<file path="src/design/cdh_pkg.sv">
`timescale 1ns / 1ps
// ----------------------------------------------------------------------------
// Clustered-dot halftone package
// Shared widths, the dot-gain band tables, the threshold ROM and the types
// that connect the front end, the word queue and the row generator.
// ----------------------------------------------------------------------------
package cdh_pkg;

	localparam int CELL_SIZE   = 16;
	localparam int PIX_W       = 8;
	localparam int ROW_W       = $clog2(CELL_SIZE);
	localparam int BAND_COUNT  = 11;
	localparam int GAIN_W      = 8;

	// Front end pipeline: band lookup, product, reciprocal multiply.
	localparam int PIPE_DEPTH  = 3;
	localparam int QUEUE_DEPTH = 4;
	localparam int QPTR_W      = $clog2(QUEUE_DEPTH);
	localparam int QLVL_W      = $clog2(QUEUE_DEPTH + 1);
	localparam int USED_W      = $clog2(QUEUE_DEPTH + PIPE_DEPTH + 1);

	// ceil(x / 1000) is floor((x + 999) * RECIP_M >> RECIP_SHIFT); exact for
	// every product of an 8-bit pixel and an 8-bit gain.
	localparam int PROD_W      = 16;
	localparam int RECIP_W     = 17;
	localparam int MUL_W       = PROD_W + RECIP_W;
	localparam int RECIP_SHIFT = 26;
	localparam int QUOT_W      = MUL_W - RECIP_SHIFT;
	localparam int RECIP_M     = 67109;
	localparam int CEIL_BIAS   = 999;

	localparam logic [PIX_W-1:0] WHITE_LEVEL = 8'd255;
	localparam logic [ROW_W-1:0] ROW_LAST    = ROW_W'(CELL_SIZE - 1);

	// Upper bounds of the dot-gain bands and their gains in thousandths.
	localparam logic [0:BAND_COUNT-1][PIX_W-1:0] BAND_LIMIT = '{
		8'd13, 8'd26, 8'd51, 8'd77, 8'd102, 8'd128, 8'd153, 8'd179, 8'd204, 8'd230, 8'd243
	};
	localparam logic [0:BAND_COUNT-1][GAIN_W-1:0] BAND_GAIN = '{
		8'd46, 8'd83, 8'd139, 8'd172, 8'd188, 8'd190, 8'd179, 8'd157, 8'd121, 8'd70, 8'd38
	};

	// Clustered-dot threshold ROM, indexed [row][column].
	localparam logic [0:CELL_SIZE-1][0:CELL_SIZE-1][PIX_W-1:0] THRESH_ROM = '{
		'{8'd0,   8'd4,   8'd12,  8'd24,  8'd40,  8'd60,  8'd84,  8'd112,
		  8'd113, 8'd85,  8'd61,  8'd41,  8'd25,  8'd13,  8'd5,   8'd1},
		'{8'd8,   8'd20,  8'd32,  8'd48,  8'd68,  8'd92,  8'd120, 8'd144,
		  8'd145, 8'd121, 8'd93,  8'd69,  8'd49,  8'd33,  8'd21,  8'd9},
		'{8'd16,  8'd36,  8'd56,  8'd76,  8'd100, 8'd128, 8'd152, 8'd172,
		  8'd173, 8'd153, 8'd129, 8'd101, 8'd77,  8'd57,  8'd37,  8'd17},
		'{8'd28,  8'd52,  8'd80,  8'd104, 8'd132, 8'd160, 8'd180, 8'd196,
		  8'd197, 8'd181, 8'd161, 8'd133, 8'd105, 8'd81,  8'd53,  8'd29},
		'{8'd44,  8'd72,  8'd108, 8'd136, 8'd164, 8'd188, 8'd204, 8'd216,
		  8'd217, 8'd205, 8'd189, 8'd165, 8'd137, 8'd109, 8'd73,  8'd45},
		'{8'd64,  8'd96,  8'd140, 8'd168, 8'd192, 8'd212, 8'd224, 8'd232,
		  8'd233, 8'd225, 8'd213, 8'd193, 8'd169, 8'd141, 8'd97,  8'd65},
		'{8'd88,  8'd124, 8'd156, 8'd184, 8'd208, 8'd228, 8'd240, 8'd244,
		  8'd245, 8'd241, 8'd229, 8'd209, 8'd185, 8'd157, 8'd125, 8'd89},
		'{8'd116, 8'd148, 8'd176, 8'd200, 8'd220, 8'd236, 8'd248, 8'd252,
		  8'd253, 8'd249, 8'd237, 8'd221, 8'd201, 8'd177, 8'd149, 8'd117},
		'{8'd119, 8'd151, 8'd179, 8'd203, 8'd223, 8'd239, 8'd251, 8'd255,
		  8'd254, 8'd250, 8'd238, 8'd222, 8'd202, 8'd178, 8'd150, 8'd118},
		'{8'd91,  8'd127, 8'd159, 8'd187, 8'd211, 8'd231, 8'd243, 8'd247,
		  8'd246, 8'd242, 8'd230, 8'd210, 8'd186, 8'd158, 8'd126, 8'd90},
		'{8'd67,  8'd99,  8'd143, 8'd171, 8'd195, 8'd215, 8'd227, 8'd235,
		  8'd234, 8'd226, 8'd214, 8'd194, 8'd170, 8'd142, 8'd98,  8'd66},
		'{8'd47,  8'd75,  8'd111, 8'd139, 8'd167, 8'd191, 8'd207, 8'd219,
		  8'd218, 8'd206, 8'd190, 8'd166, 8'd138, 8'd110, 8'd74,  8'd46},
		'{8'd31,  8'd55,  8'd83,  8'd107, 8'd135, 8'd163, 8'd183, 8'd199,
		  8'd198, 8'd182, 8'd162, 8'd134, 8'd106, 8'd82,  8'd54,  8'd30},
		'{8'd19,  8'd39,  8'd59,  8'd79,  8'd103, 8'd131, 8'd155, 8'd175,
		  8'd174, 8'd154, 8'd130, 8'd102, 8'd78,  8'd58,  8'd38,  8'd18},
		'{8'd11,  8'd23,  8'd35,  8'd51,  8'd71,  8'd95,  8'd123, 8'd147,
		  8'd146, 8'd122, 8'd94,  8'd70,  8'd50,  8'd34,  8'd22,  8'd10},
		'{8'd3,   8'd7,   8'd15,  8'd27,  8'd43,  8'd63,  8'd87,  8'd115,
		  8'd114, 8'd86,  8'd62,  8'd42,  8'd26,  8'd14,  8'd6,   8'd2}
	};

	// One corrected pixel word pushed into the queue.
	typedef struct packed {
		logic             valid;
		logic [PIX_W-1:0] pixel;
	} qword_t;

	// Queue status seen by the front end and the row generator.
	typedef struct packed {
		logic              nonempty;
		logic [QLVL_W-1:0] level;
		logic [PIX_W-1:0]  head;
	} qstat_t;

	// Gain of the first band whose upper bound exceeds the pixel, 0 above all.
	function automatic logic [GAIN_W-1:0] band_gain(input logic [PIX_W-1:0] p);
		logic [GAIN_W-1:0] g;
		g = '0;
		for (int b = BAND_COUNT - 1; b >= 0; b--) begin
			if (p < BAND_LIMIT[b]) begin
				g = BAND_GAIN[b];
			end
		end
		return g;
	endfunction

endpackage

</file>
<file path="src/design/cdh_front.sv">
`timescale 1ns / 1ps
// ----------------------------------------------------------------------------
// Halftone front end
// Accepts pixel words, applies the optional dot-gain compensation in a
// three-stage pipeline and pushes the corrected pixel into the queue.
// ----------------------------------------------------------------------------
module cdh_front (
	input  logic                     clk,
	input  logic                     arst_n,
	input  logic                     cfg_we,
	input  logic                     cfg_wdata,
	input  logic                     in_valid,
	output logic                     in_stall,
	input  logic [cdh_pkg::PIX_W-1:0] pixel,
	input  cdh_pkg::qstat_t          qstat,
	output cdh_pkg::qword_t          push
);
	import cdh_pkg::*;

	logic              tone_q;
	logic              v_s1, v_s2, v_s3;
	logic [PIX_W-1:0]  pix_s1, pix_s2, pix_s3;
	logic [GAIN_W-1:0] gain_s1;
	logic [PROD_W-1:0] prod_s2;
	logic [MUL_W-1:0]  scaled_s3;
	logic [MUL_W-1:0]  biased;
	logic [QUOT_W-1:0] cut;
	logic [USED_W-1:0] used;
	logic              accept;

	// Configuration register.
	always_ff @(posedge clk or negedge arst_n) begin
		if (!arst_n) begin
			tone_q <= 1'b0;
		end else if (cfg_we) begin
			tone_q <= cfg_wdata;
		end
	end

	// Credit check: queue entries plus words in flight must leave a free slot.
	assign used = USED_W'(qstat.level) + USED_W'(v_s1) + USED_W'(v_s2) + USED_W'(v_s3);
	assign in_stall = (used >= USED_W'(QUEUE_DEPTH));
	assign accept = in_valid && !in_stall;

	// Stage valids.
	always_ff @(posedge clk or negedge arst_n) begin
		if (!arst_n) begin
			v_s1 <= 1'b0;
			v_s2 <= 1'b0;
			v_s3 <= 1'b0;
		end else begin
			v_s1 <= accept;
			v_s2 <= v_s1;
			v_s3 <= v_s2;
		end
	end

	// A zero gain leaves the pixel unchanged: the bias alone divides to zero.
	assign biased = MUL_W'(prod_s2) + MUL_W'(CEIL_BIAS);

	// Datapath: band lookup, product, reciprocal multiply.
	always_ff @(posedge clk) begin
		pix_s1    <= pixel;
		gain_s1   <= tone_q ? band_gain(pixel) : '0;
		pix_s2    <= pix_s1;
		prod_s2   <= PROD_W'(pix_s1 * gain_s1);
		pix_s3    <= pix_s2;
		scaled_s3 <= MUL_W'(biased * MUL_W'(RECIP_M));
	end

	// The rounded-up cut never exceeds the pixel, so no clamp is needed.
	assign cut = scaled_s3[MUL_W-1:RECIP_SHIFT];
	assign push.valid = v_s3;
	assign push.pixel = pix_s3 - PIX_W'(cut);

endmodule

</file>
<file path="src/design/cdh_queue.sv">
`timescale 1ns / 1ps
// ----------------------------------------------------------------------------
// Halftone word queue
// A short first-in first-out queue of corrected pixels between the front end
// and the row generator. The front end never pushes into a full queue.
// ----------------------------------------------------------------------------
module cdh_queue (
	input  logic            clk,
	input  logic            arst_n,
	input  cdh_pkg::qword_t push,
	input  logic            pop,
	output cdh_pkg::qstat_t qstat
);
	import cdh_pkg::*;

	logic [PIX_W-1:0]  entry_q [QUEUE_DEPTH];
	logic [QPTR_W-1:0] wr_ptr_q, rd_ptr_q;
	logic [QLVL_W-1:0] level_q;

	// Pointers and fill level.
	always_ff @(posedge clk or negedge arst_n) begin
		if (!arst_n) begin
			wr_ptr_q <= '0;
			rd_ptr_q <= '0;
			level_q  <= '0;
		end else begin
			if (push.valid) begin
				wr_ptr_q <= (wr_ptr_q == QPTR_W'(QUEUE_DEPTH - 1)) ? '0 : wr_ptr_q + 1'b1;
			end
			if (pop) begin
				rd_ptr_q <= (rd_ptr_q == QPTR_W'(QUEUE_DEPTH - 1)) ? '0 : rd_ptr_q + 1'b1;
			end
			if (push.valid && !pop) begin
				level_q <= level_q + 1'b1;
			end else if (pop && !push.valid) begin
				level_q <= level_q - 1'b1;
			end
		end
	end

	// Storage.
	always_ff @(posedge clk) begin
		if (push.valid) begin
			entry_q[wr_ptr_q] <= push.pixel;
		end
	end

	assign qstat.nonempty = (level_q != '0);
	assign qstat.level    = level_q;
	assign qstat.head     = entry_q[rd_ptr_q];

endmodule

</file>
<file path="src/design/cdh_back.sv">
`timescale 1ns / 1ps
// ----------------------------------------------------------------------------
// Halftone row generator
// Takes corrected pixels from the queue and emits the sixteen rows of each
// cell through an output register, one row word per cycle unless stalled.
// ----------------------------------------------------------------------------
module cdh_back (
	input  logic                          clk,
	input  logic                          arst_n,
	input  cdh_pkg::qstat_t               qstat,
	output logic                          pop,
	output logic                          out_valid,
	input  logic                          out_stall,
	output logic [cdh_pkg::ROW_W-1:0]     row_index,
	output logic [cdh_pkg::CELL_SIZE-1:0] row_bits,
	output logic                          last_row
);
	import cdh_pkg::*;

	logic                 active_q;
	logic [PIX_W-1:0]     pix_q;
	logic [ROW_W-1:0]     row_q;
	logic                 out_valid_q;
	logic [ROW_W-1:0]     row_index_q;
	logic [CELL_SIZE-1:0] row_bits_q;
	logic                 last_row_q;
	logic                 advance;
	logic                 at_last;
	logic [CELL_SIZE-1:0] bits;

	// The output register can load when it is empty or being taken.
	assign advance = !out_valid_q || !out_stall;
	assign at_last = (row_q == ROW_LAST);

	// Take a new pixel when idle, or as the last row of a cell is loaded into the output register.
	assign pop = qstat.nonempty && (!active_q || (advance && at_last));

	// Threshold compare for the current row.
	always_comb begin
		for (int c = 0; c < CELL_SIZE; c++) begin
			bits[c] = (pix_q == WHITE_LEVEL) || (THRESH_ROM[row_q][c] < pix_q);
		end
	end

	// Cell sequencing control.
	always_ff @(posedge clk or negedge arst_n) begin
		if (!arst_n) begin
			active_q    <= 1'b0;
			row_q       <= '0;
			out_valid_q <= 1'b0;
		end else begin
			if (!active_q) begin
				if (qstat.nonempty) begin
					active_q <= 1'b1;
					row_q    <= '0;
				end
			end else if (advance) begin
				if (at_last) begin
					active_q <= qstat.nonempty;
					row_q    <= '0;
				end else begin
					row_q <= row_q + 1'b1;
				end
			end
			if (advance) begin
				out_valid_q <= active_q;
			end
		end
	end

	// Pixel and output word registers.
	always_ff @(posedge clk) begin
		if (pop) begin
			pix_q <= qstat.head;
		end
		if (advance) begin
			row_index_q <= row_q;
			row_bits_q  <= bits;
			last_row_q  <= at_last;
		end
	end

	assign out_valid = out_valid_q;
	assign row_index = row_index_q;
	assign row_bits  = row_bits_q;
	assign last_row  = last_row_q;

endmodule

</file>
<file path="src/design/clustered_dot_halftone_cell_unit.sv">
`timescale 1ns / 1ps
// ----------------------------------------------------------------------------
// Clustered-dot halftone cell unit
// Each accepted pixel word becomes one 16x16 clustered-dot cell, delivered as
// sixteen row words, top row first, one row word per cycle while out_stall is
// low; the sustained pixel rate is set by the row generator and its output
// register. A pixel passes through the three front-end stages, the queue,
// the row generator's pixel register and the output register before its
// first row appears; the front end keeps taking pixels until four of them
// wait in its pipeline and the four-entry queue together.
// ----------------------------------------------------------------------------
module clustered_dot_halftone_cell_unit (
	input  logic                          clk,
	input  logic                          arst_n,
	input  logic                          cfg_we,
	input  logic                          cfg_wdata,
	input  logic                          in_valid,
	output logic                          in_stall,
	input  logic [cdh_pkg::PIX_W-1:0]     pixel,
	output logic                          out_valid,
	input  logic                          out_stall,
	output logic [cdh_pkg::ROW_W-1:0]     row_index,
	output logic [cdh_pkg::CELL_SIZE-1:0] row_bits,
	output logic                          last_row
);
	import cdh_pkg::*;

	qword_t push;
	qstat_t qstat;
	logic   pop;

	// Compensation front end.
	cdh_front u_front (
		.clk       (clk),
		.arst_n    (arst_n),
		.cfg_we    (cfg_we),
		.cfg_wdata (cfg_wdata),
		.in_valid  (in_valid),
		.in_stall  (in_stall),
		.pixel     (pixel),
		.qstat     (qstat),
		.push      (push)
	);

	// Queue of corrected pixels.
	cdh_queue u_queue (
		.clk    (clk),
		.arst_n (arst_n),
		.push   (push),
		.pop    (pop),
		.qstat  (qstat)
	);

	// Row generator.
	cdh_back u_back (
		.clk       (clk),
		.arst_n    (arst_n),
		.qstat     (qstat),
		.pop       (pop),
		.out_valid (out_valid),
		.out_stall (out_stall),
		.row_index (row_index),
		.row_bits  (row_bits),
		.last_row  (last_row)
	);

endmodule

</file>
<file path="config.mk">
export PLATFORM = sky130hd
export DESIGN_NAME = clustered_dot_halftone_cell_unit
export DESIGN_NICKNAME = d
export VERILOG_FILES = /design/src/design/cdh_pkg.sv /design/src/design/cdh_front.sv /design/src/design/cdh_queue.sv /design/src/design/cdh_back.sv /design/src/design/clustered_dot_halftone_cell_unit.sv
export SDC_FILE = /design/constraint.sdc
export NUM_CORES = 1
export LEC_CHECK = 0
export BUFFER_PORTS_ARGS = -buffer_cell sky130_fd_sc_hd__buf_2
export CAP_MARGIN = 20
export CORE_ASPECT_RATIO = 0.75
export CORE_MARGIN = 2
export CORE_UTILIZATION = 65
export CTS_BUF_LIST = sky130_fd_sc_hd__clkbuf_16
export DETAILED_ROUTE_END_ITERATION = 7
export PLACE_DENSITY = 0.94
export SETUP_SLACK_MARGIN = 0.3
export SYNTH_ARGS = -nofsm -noshare
export SYNTH_HDL_FRONTEND = slang
export SYNTH_HIERARCHICAL = 1
export SYNTH_SLANG_ARGS = --single-unit
</file>
<file path="constraint.sdc">
create_clock -name clk -period 7.14 [get_ports clk]
set_input_delay 1.785 -clock clk [delete_from_list [all_inputs] [get_ports clk]]
set_output_delay 1.785 -clock clk [all_outputs]
set_load 0.01 [all_outputs]
</file>
==> results of run 1 <==
[worst reg2reg max path, stage by stage, from the launching register on]
cell	delay, ns
dfxtp_1	0.36
inv_1	0.19
ha_1	0.24
nand2b_1	0.10
a31oi_1	0.30
and4bb_2	0.35
nor2_1	0.09
xnor2_2	0.28
inv_1	0.12
ha_1	0.32
fa_1	0.51
inv_1	0.05
fa_1	0.48
inv_1	0.06
fa_1	0.52
inv_1	0.06
fa_1	0.53
inv_1	0.05
ha_1	0.32
a21oi_1	0.24
a21o_1	0.15
nand3_1	0.09
a311oi_2	0.42
nand2_2	0.17
a21oi_1	0.21
xnor2_1	0.15
[logic make-up (layout without fill, tap and decap cells)]
kind of cell               Yosys count  in the layout  synth area share [%]
muxes                               17             17                  2.23
buffers and inverters              224            272                  7.29
DFF                                133            133                  26.9
xor gates and xnor gates            50             50                  3.57
AOI/OAI and AO/OA                  225            225                  11.5
and+or+nand+nor                    277            277                  11.3
adders and majority gates          323            323                  37.3
[cells in the final DEF, fill, tap and decap left out, types with 4 or more instances in the layout]
master and instances:
buf_4 4, nand3_1 14, edfxtp_1 61, dfxtp_1 55, o21a_1 10, a211o_1 4, a22o_1 4, o21ai_1 10
a31oi_1 7, o21ai_0 54, dfrtp_1 17, o211ai_1 9, xnor2_1 31, inv_6 6, inv_1 197, nor2b_1 12
inv_8 4, xor2_1 18, buf_2 36, a21oi_1 70, clkbuf_16 17, a32oi_1 14, nand2_1 91, a21o_1 10
mux2_2 6, nor3_1 14, ha_1 242, fa_1 81, nand2b_1 24, and3_1 6, mux4_2 8, nor2_1 45
and2_1 42, nand4_1 10
[metrics by stage]
step | cells | util, % | cell area [sq um] | setup WS [ns] | hold slack, ns
2_1_floorplan | 1249 | - | 12500 | 1.42 | 0.310
3_3_place_gp | 1512 | 68.8 | 12800 | 1.09 | 0.312
3_5_place_dp | 1512 | 68.8 | 12800 | 0.761 | 0.314
4_1_cts | 1544 | 71.8 | 13400 | 0.642 | 0.317
5_1_grt | 1544 | 71.8 | 13400 | 0.330 | 0.330
6_report | 1544 | 71.8 | 13400 | 0.687 | 0.319
[area by class of cell]
| class | instances | area [sq um] | area share [%] |
|---|---|---|---|
| Clock buffer | 17 | 425 | 3.17 |
| Clock inverter | 15 | 133 | 0.990 |
| Inverter | 200 | 751 | 5.60 |
| Multi-Input combinational cell | 892 | 8220 | 61.3 |
| Sequential cell | 133 | 3360 | 25.1 |
| Tap cell | 247 | 309 | 2.31 |
| Timing Repair Buffer | 40 | 210 | 1.57 |
[cells in the mapped netlist (7+ instances only)]
| cell | count |
|---|---|
| ha_1 | 242 |
| inv_1 | 197 |
| nand2_1 | 91 |
| fa_1 | 81 |
| a21oi_1 | 70 |
| edfxtp_1 | 61 |
| dfxtp_1 | 55 |
| o21ai_0 | 54 |
| nor2_1 | 45 |
| and2_1 | 42 |
| xnor2_1 | 31 |
| nand2b_1 | 24 |
| xor2_1 | 18 |
| dfrtp_1 | 17 |
| a32oi_1 | 14 |
| nand3_1 | 14 |
| nor3_1 | 14 |
| nor2b_1 | 12 |
| a21o_1 | 10 |
| nand4_1 | 10 |
| o21a_1 | 10 |
| o21ai_1 | 10 |
| o211ai_1 | 9 |
| clkbuf_1 | 8 |
| mux4_2 | 8 |
| a31oi_1 | 7 |
| buf_4 | 7 |
[final timing paths]
path                                    startpoint               endpoint  slack [ns]  cells after the start
worst max-delay path            u_front/prod_s2[0]  u_front/scaled_s3[28]        0.69                     25
min in group asynchronous                   arst_n        u_back/row_q[3]        1.30                      1
worst min register to register   u_front/pix_s2[3]      u_front/pix_s3[3]        0.32                      0
max in group asynchronous                   arst_n     u_queue/level_q[2]        5.49                      1
worst min-delay path             u_front/pix_s2[3]      u_front/pix_s3[3]        0.32                      0
worst max register to register  u_front/prod_s2[0]  u_front/scaled_s3[28]        0.69                     25
[state kept, by name (all words and copies together) (netlist names), 4 cells and up]
register / cells
u_back/pix_q: 8
u_back/row_bits: 16
u_back/row_index: 4
u_back/row_q: 4
u_front/gain_s1: 8
u_front/pix_s1: 8
u_front/pix_s2: 8
u_front/pix_s3: 8
u_front/prod_s2: 16
u_front/scaled_s3: 7
u_queue/entry_q: 32
[per-layer routing]
layer / vias up / wire length [um] / share of wire, % / global-route usage, %
met5: - / 0 / 0 / 0
met4: 0 / 1250 / 3.9 / 14.1
met3: 131 / 2820 / 8.9 / 7.13
met2: 598 / 15000 / 47 / 55.1
met1: 4730 / 12600 / 40 / 40.5
li1: 4364 / - / - / -
==> metrics.md, run 1 <==
| Metric | Value |
|---|---|
| Run status | `completed` |
| DRC viols | `0` |
| Die area | `20,300 sq um` |
| DR iter-0 viols | `1,203` |
| Clock-pin slew on the worst setup and hold paths | `0.08 ns` |
| Initial Utilization | `66.8%` |
| Final setup viols | `0` |
| Largest net degree at the start of global routing | `44` |
| CP Launch Type | `flip-flop` |
| Via/cell ratio | `6.36` |
| CTS tree | `yes` |
| Final min period | `6.45 ns` |
| # diodes | `0` |
| Worst stage delay on the critical path | `0.53 ns` |
| DR vias | `9,823` |
| EDFF count, synth | `61` |
| Dpl hpwl | `23.0 mm` |
| CTS sink cnt | `133` |
| F_max | `155 MHz` |
| Crit Path Category | `flip-flop to flip-flop` |
| Crit path capture type | `flip-flop` |
| Die X | `164 um` |
| GP Congestion | `0.917` |
| RSZ-0062 raised after global routing | `no` |
| Post-Syn Area per Cell | `9.99 sq um` |
| Count of cell types in the netlist | `73` |
| # rows | `43` |
| Post-CTS Setup Inserts | `0` |
| Share of the synthesized area in the top cell type | `24.3%` |
| Global Route Usage Sum | `32.5%` |
| Num CTS Buffers | `17` |
| Synth async-reset ratio | `12.8%` |
| Die Y | `124 um` |
| Slew HR | `29.1%` |
| Drt total wl | `31.6 mm` |
| Netlist Area Pre-Place | `12,500 sq um` |
| Fillers | `1,183` |
| Syn-to-layout area delta | `7.41%` |
| Vias in the first global route | `9,970` |
| Fin. Hold Viols | `0` |
| Syn. warnings | `6` |
| Final ANT Viol Nets | `0` |
| Core area | `18,700 sq um` |
| Drt pass-1 iters | `6` |
| Main synth FF type | `edfxtp_1` |
| Overflow after GRT | `0` |
| Worst EP arrival | `6.80 ns` |
| Fin nets | `1,621` |
| Yosys top cell by area | `ha_1` |
| Synth top area cells | `ha_1 (24%), edfxtp_1 (15%), fa_1 (13%)` |
| Cell repeated most along the worst path | `inv_1` |
| Initial antenna violation count | `0` |
| Actual slew at the worst max-slew pin | `1.06 ns` |
| Worst Path Required | `7.49 ns` |
| Slowest-stage cell, CP | `fa_1` |
| Setup tns final | `0 ns` |
| Final period util | `90.4%` |
| CTS HTree Levels | `4` |
| CTS root buf | `clkbuf_16` |
| Worst Skew | `0.0156 ns` |
| Synth Net Count | `1,586` |
| Post-synthesis sequential area ratio | `26.9%` |
| Number of max-cap violations | `0` |
| Worst-path maximum fanout | `5` |
| Port buffer count | `36` |
| Synth Instances | `1,249` |
| Routed wire length per instance | `20.5 um` |
| Flops & latches, synth | `133` |
| CTS resizes | `0` |
| Maximum clock path buffer count | `2` |
| IO Count | `37` |
| Hold_buf cts | `0` |
| First-pass GRT wire length | `50.8 mm` |
| Max-slew violations | `0` |
| Later-pin clock latency in the skew report | `0.44 ns` |
| Buf/Inv on CP | `6` |
| Layout cells sized above 1 | `8.02%` |
| Worst hold path class | `flip-flop to flip-flop` |
| CP delay by family, top | `adder cells` |
Power of run 1 is not shown: default switching activity piles up to over one toggle a cycle in this logic, so the estimate is an artifact.
==> run 2: changes to the inputs <==
--- a/config.mk
+++ b/config.mk
@@ -5,15 +5,16 @@
 export SDC_FILE = /design/constraint.sdc
 export NUM_CORES = 1
 export LEC_CHECK = 0
-export BUFFER_PORTS_ARGS = -buffer_cell sky130_fd_sc_hd__buf_2
+export BUFFER_PORTS_ARGS = -buffer_cell sky130_fd_sc_hd__clkbuf_2
 export CAP_MARGIN = 20
 export CORE_ASPECT_RATIO = 0.75
 export CORE_MARGIN = 2
 export CORE_UTILIZATION = 65
 export CTS_BUF_LIST = sky130_fd_sc_hd__clkbuf_16
 export DETAILED_ROUTE_END_ITERATION = 7
+export GPL_ROUTABILITY_DRIVEN = 0
 export PLACE_DENSITY = 0.94
-export SETUP_SLACK_MARGIN = 0.3
+export SETUP_SLACK_MARGIN = 0.05
 export SYNTH_ARGS = -nofsm -noshare
 export SYNTH_HDL_FRONTEND = slang
 export SYNTH_HIERARCHICAL = 1
==> run 2 against run 1 <==
Against the previous run: utilization about the same; the flow now finishes with violations (design-rule violations); routed wire length grew 9.4%; design area is essentially flat; first-iteration DRC count is 18% higher.
==> metrics.md, run 2 (synthesized netlist as in run 1, its figures left out) <==
| Metric | Value |
|---|---|
| Drt total wl | `34.6 mm (+9.4%)` |
| Die X | `164 um (unchanged)` |
| Drt pass-1 iters | `8 (+2)` |
| Worst Hold End | `u_front/pix_s3[2]` |
| Layout cells sized above 1 | `8.01% (about the same)` |
| Initial Utilization | `66.8% (unchanged)` |
| Worst-path maximum fanout | `5 (unchanged)` |
| Number of max-cap violations | `0 (unchanged)` |
| Crit Path Category | `flip-flop to flip-flop` |
| HP Start | `u_front/pix_s2[2]` |
| Initial antenna violation count | `0 (unchanged)` |
| CTS sink cnt | `133 (unchanged)` |
| Cell depth of the worst hold path | `0 (unchanged)` |
| Max reg flops | `32 (unchanged)` |
| RSZ-0062 raised after global routing | `no` |
| Port buffer count | `36 (unchanged)` |
| Worst hold path class | `flip-flop to flip-flop` |
| Global Route Usage Sum | `36.0% (+3.5 points)` |
| DR vias | `10,100 (+2.8%)` |
| # diodes | `0 (unchanged)` |
| Largest net degree at the start of global routing | `45 (+2.3%)` |
| Via/cell ratio | `6.54 (+2.7%)` |
| CTS root buf | `clkbuf_16` |
| Actual slew at the worst max-slew pin | `1.03 ns (-0.0286 ns)` |
| CP Launch Type | `flip-flop` |
| Worst Reg-to-Reg Cells | `25 (unchanged)` |
| Fin util | `71.8% (about the same)` |
| Vias in the first global route | `10,600 (+6.1%)` |
| Reg-to-Reg Start | `u_front/prod_s2[0]` |
| Fin nets | `1,622 (+0.062%)` |
| DR iter-0 viols | `1,417 (+18%)` |
| Final min period | `6.53 ns (+0.0749 ns)` |
| DRC viols | `4 (+4)` |
| Slew HR | `31.0% (+1.9 points)` |
| Num CTS Buffers | `17 (unchanged)` |
| Worst slack, placed | `0.717 ns (-0.0439 ns)` |
| Max-slew violations | `0 (unchanged)` |
| Routed wire length per instance | `22.4 um (+9.3%)` |
| Dpl hpwl | `23.5 mm (+2.5%)` |
| CTS tree | `yes` |
| Overflow after GRT | `0 (unchanged)` |
| Die area | `20,300 sq um (unchanged)` |
| Crit path capture type | `flip-flop` |
| Worst Path Required | `7.48 ns (about the same)` |
| Final ANT Viol Nets | `0 (unchanged)` |
| Fillers | `1,136 (-4.0%)` |
| Most frequent cells in the layout | `ha_1 (242), inv_1 (197), nand2_1 (91), fa_1 (81), a21oi_1 (70)` |
| Most common cell after layout, fill and taps aside | `ha_1` |
| First-pass GRT wire length | `55.1 mm (+8.5%)` |
| Clock-pin slew on the worst setup and hold paths | `0.07 ns (about the same)` |
| Final setup viols | `0 (unchanged)` |
| Reg2reg setup slack | `0.61 ns (-0.07 ns)` |
| Fin. Hold Viols | `0 (unchanged)` |
| Core area | `18,700 sq um (unchanged)` |
| Final period util | `91.4% (+1.0 points)` |
| F_max | `153 MHz (-1.1%)` |
| CTS resizes | `0 (unchanged)` |
| Hold_buf cts | `0 (unchanged)` |
| Post-CTS Setup Inserts | `0 (unchanged)` |
| Maximum clock path buffer count | `2 (unchanged)` |
| Setup tns final | `0 ns (unchanged)` |
| Later-pin clock latency in the skew report | `0.43 ns (about the same)` |
| Fin cells | `1,545 (+0.065%)` |
| Failing checks | `design-rule violations` |
| Syn-to-layout area delta | `7.43% (about the same)` |
| IO Count | `37 (unchanged)` |
| Die Y | `124 um (unchanged)` |
| # rows | `43 (unchanged)` |
| Worst Skew | `0.0140 ns (-0.00157 ns)` |
| Run status | `finished with violations` |
| Final worst-path setup slack | `0.613 ns (-0.0749 ns)` |
| Largest Register | `u_queue/entry_q` |
| CTS HTree Levels | `4 (unchanged)` |
| Placed cell count | `1,513 (+0.066%)` |
| Worst EP arrival | `6.87 ns (+0.07 ns)` |
| Critical R2R Capture | `u_front/scaled_s3[30]` |
## run 2: changes by cell type in the layout (fill, tap and decap cells not counted), sizes merged
cell,change
clkbuf,+36
buf,-35
clkinv,-1
inv,+1
## run 2: cell type report
class | instances | area, sq um | share of cell area (%)
clock inverters | 15 | 134 | 0.999
clock buffers | 17 | 425 | 3.17
repair buffers | 41 | 218 | 1.62
well taps | 247 | 309 | 2.31
inverters | 200 | 751 | 5.60
flip-flops and latches | 133 | 3360 | 25.1
multi-input cells | 892 | 8210 | 61.2
## run 2: worst max path at each step
stage	startpoint	endpoint	slack (ns)	cells after the start
after floorplan	u_front/prod_s2[0]	u_front/scaled_s3[30]	1.42	25
after global placement	u_front/prod_s2[0]	u_front/scaled_s3[30]	1.11	25
after detailed placement	u_front/prod_s2[0]	u_front/scaled_s3[30]	0.72	25
after CTS	u_front/prod_s2[0]	u_front/scaled_s3[30]	0.70	25
after global routing	u_front/prod_s2[0]	u_front/scaled_s3[30]	0.24	25
final	u_front/prod_s2[0]	u_front/scaled_s3[30]	0.61	25
## run 2: per-layer routing
metal  vias to the layer above  share of wire, %  GRT usage, %
li1                       4355                 -             -
met1                      4742                36          41.9
met2                       760                46          58.3
met3                       240                10          10.0
met4                         0               7.7          25.4
met5                         -                 0             0
## run 2: through the flow
stage | cell area (sq um) | hold slack, ns
2_1_floorplan | 12500 | 0.310
4_1_cts | 13400 | 0.316
3_3_place_gp | 12800 | 0.311
6_report | 13400 | 0.320
5_1_grt | 13400 | 0.326
3_5_place_dp | 12800 | 0.314
## run 2: worst max-delay path, cell delays in order (launching register included)
cell and delay, ns:
dfxtp_1 0.36, inv_1 0.20, ha_1 0.22, nand2b_1 0.08, a31oi_1 0.30, and4bb_2 0.34
nor2_1 0.09, xnor2_2 0.28, inv_1 0.12, ha_1 0.33, fa_1 0.56, inv_1 0.07
fa_1 0.48, inv_1 0.06, fa_1 0.54, inv_1 0.06, fa_1 0.53, inv_1 0.04
ha_1 0.32, a21oi_1 0.21, a21o_1 0.14, nand3_1 0.07, a311oi_1 0.44, nand2_2 0.18
a41oi_2 0.25, xnor2_1 0.16
Power of run 2 is left out for the same reason.
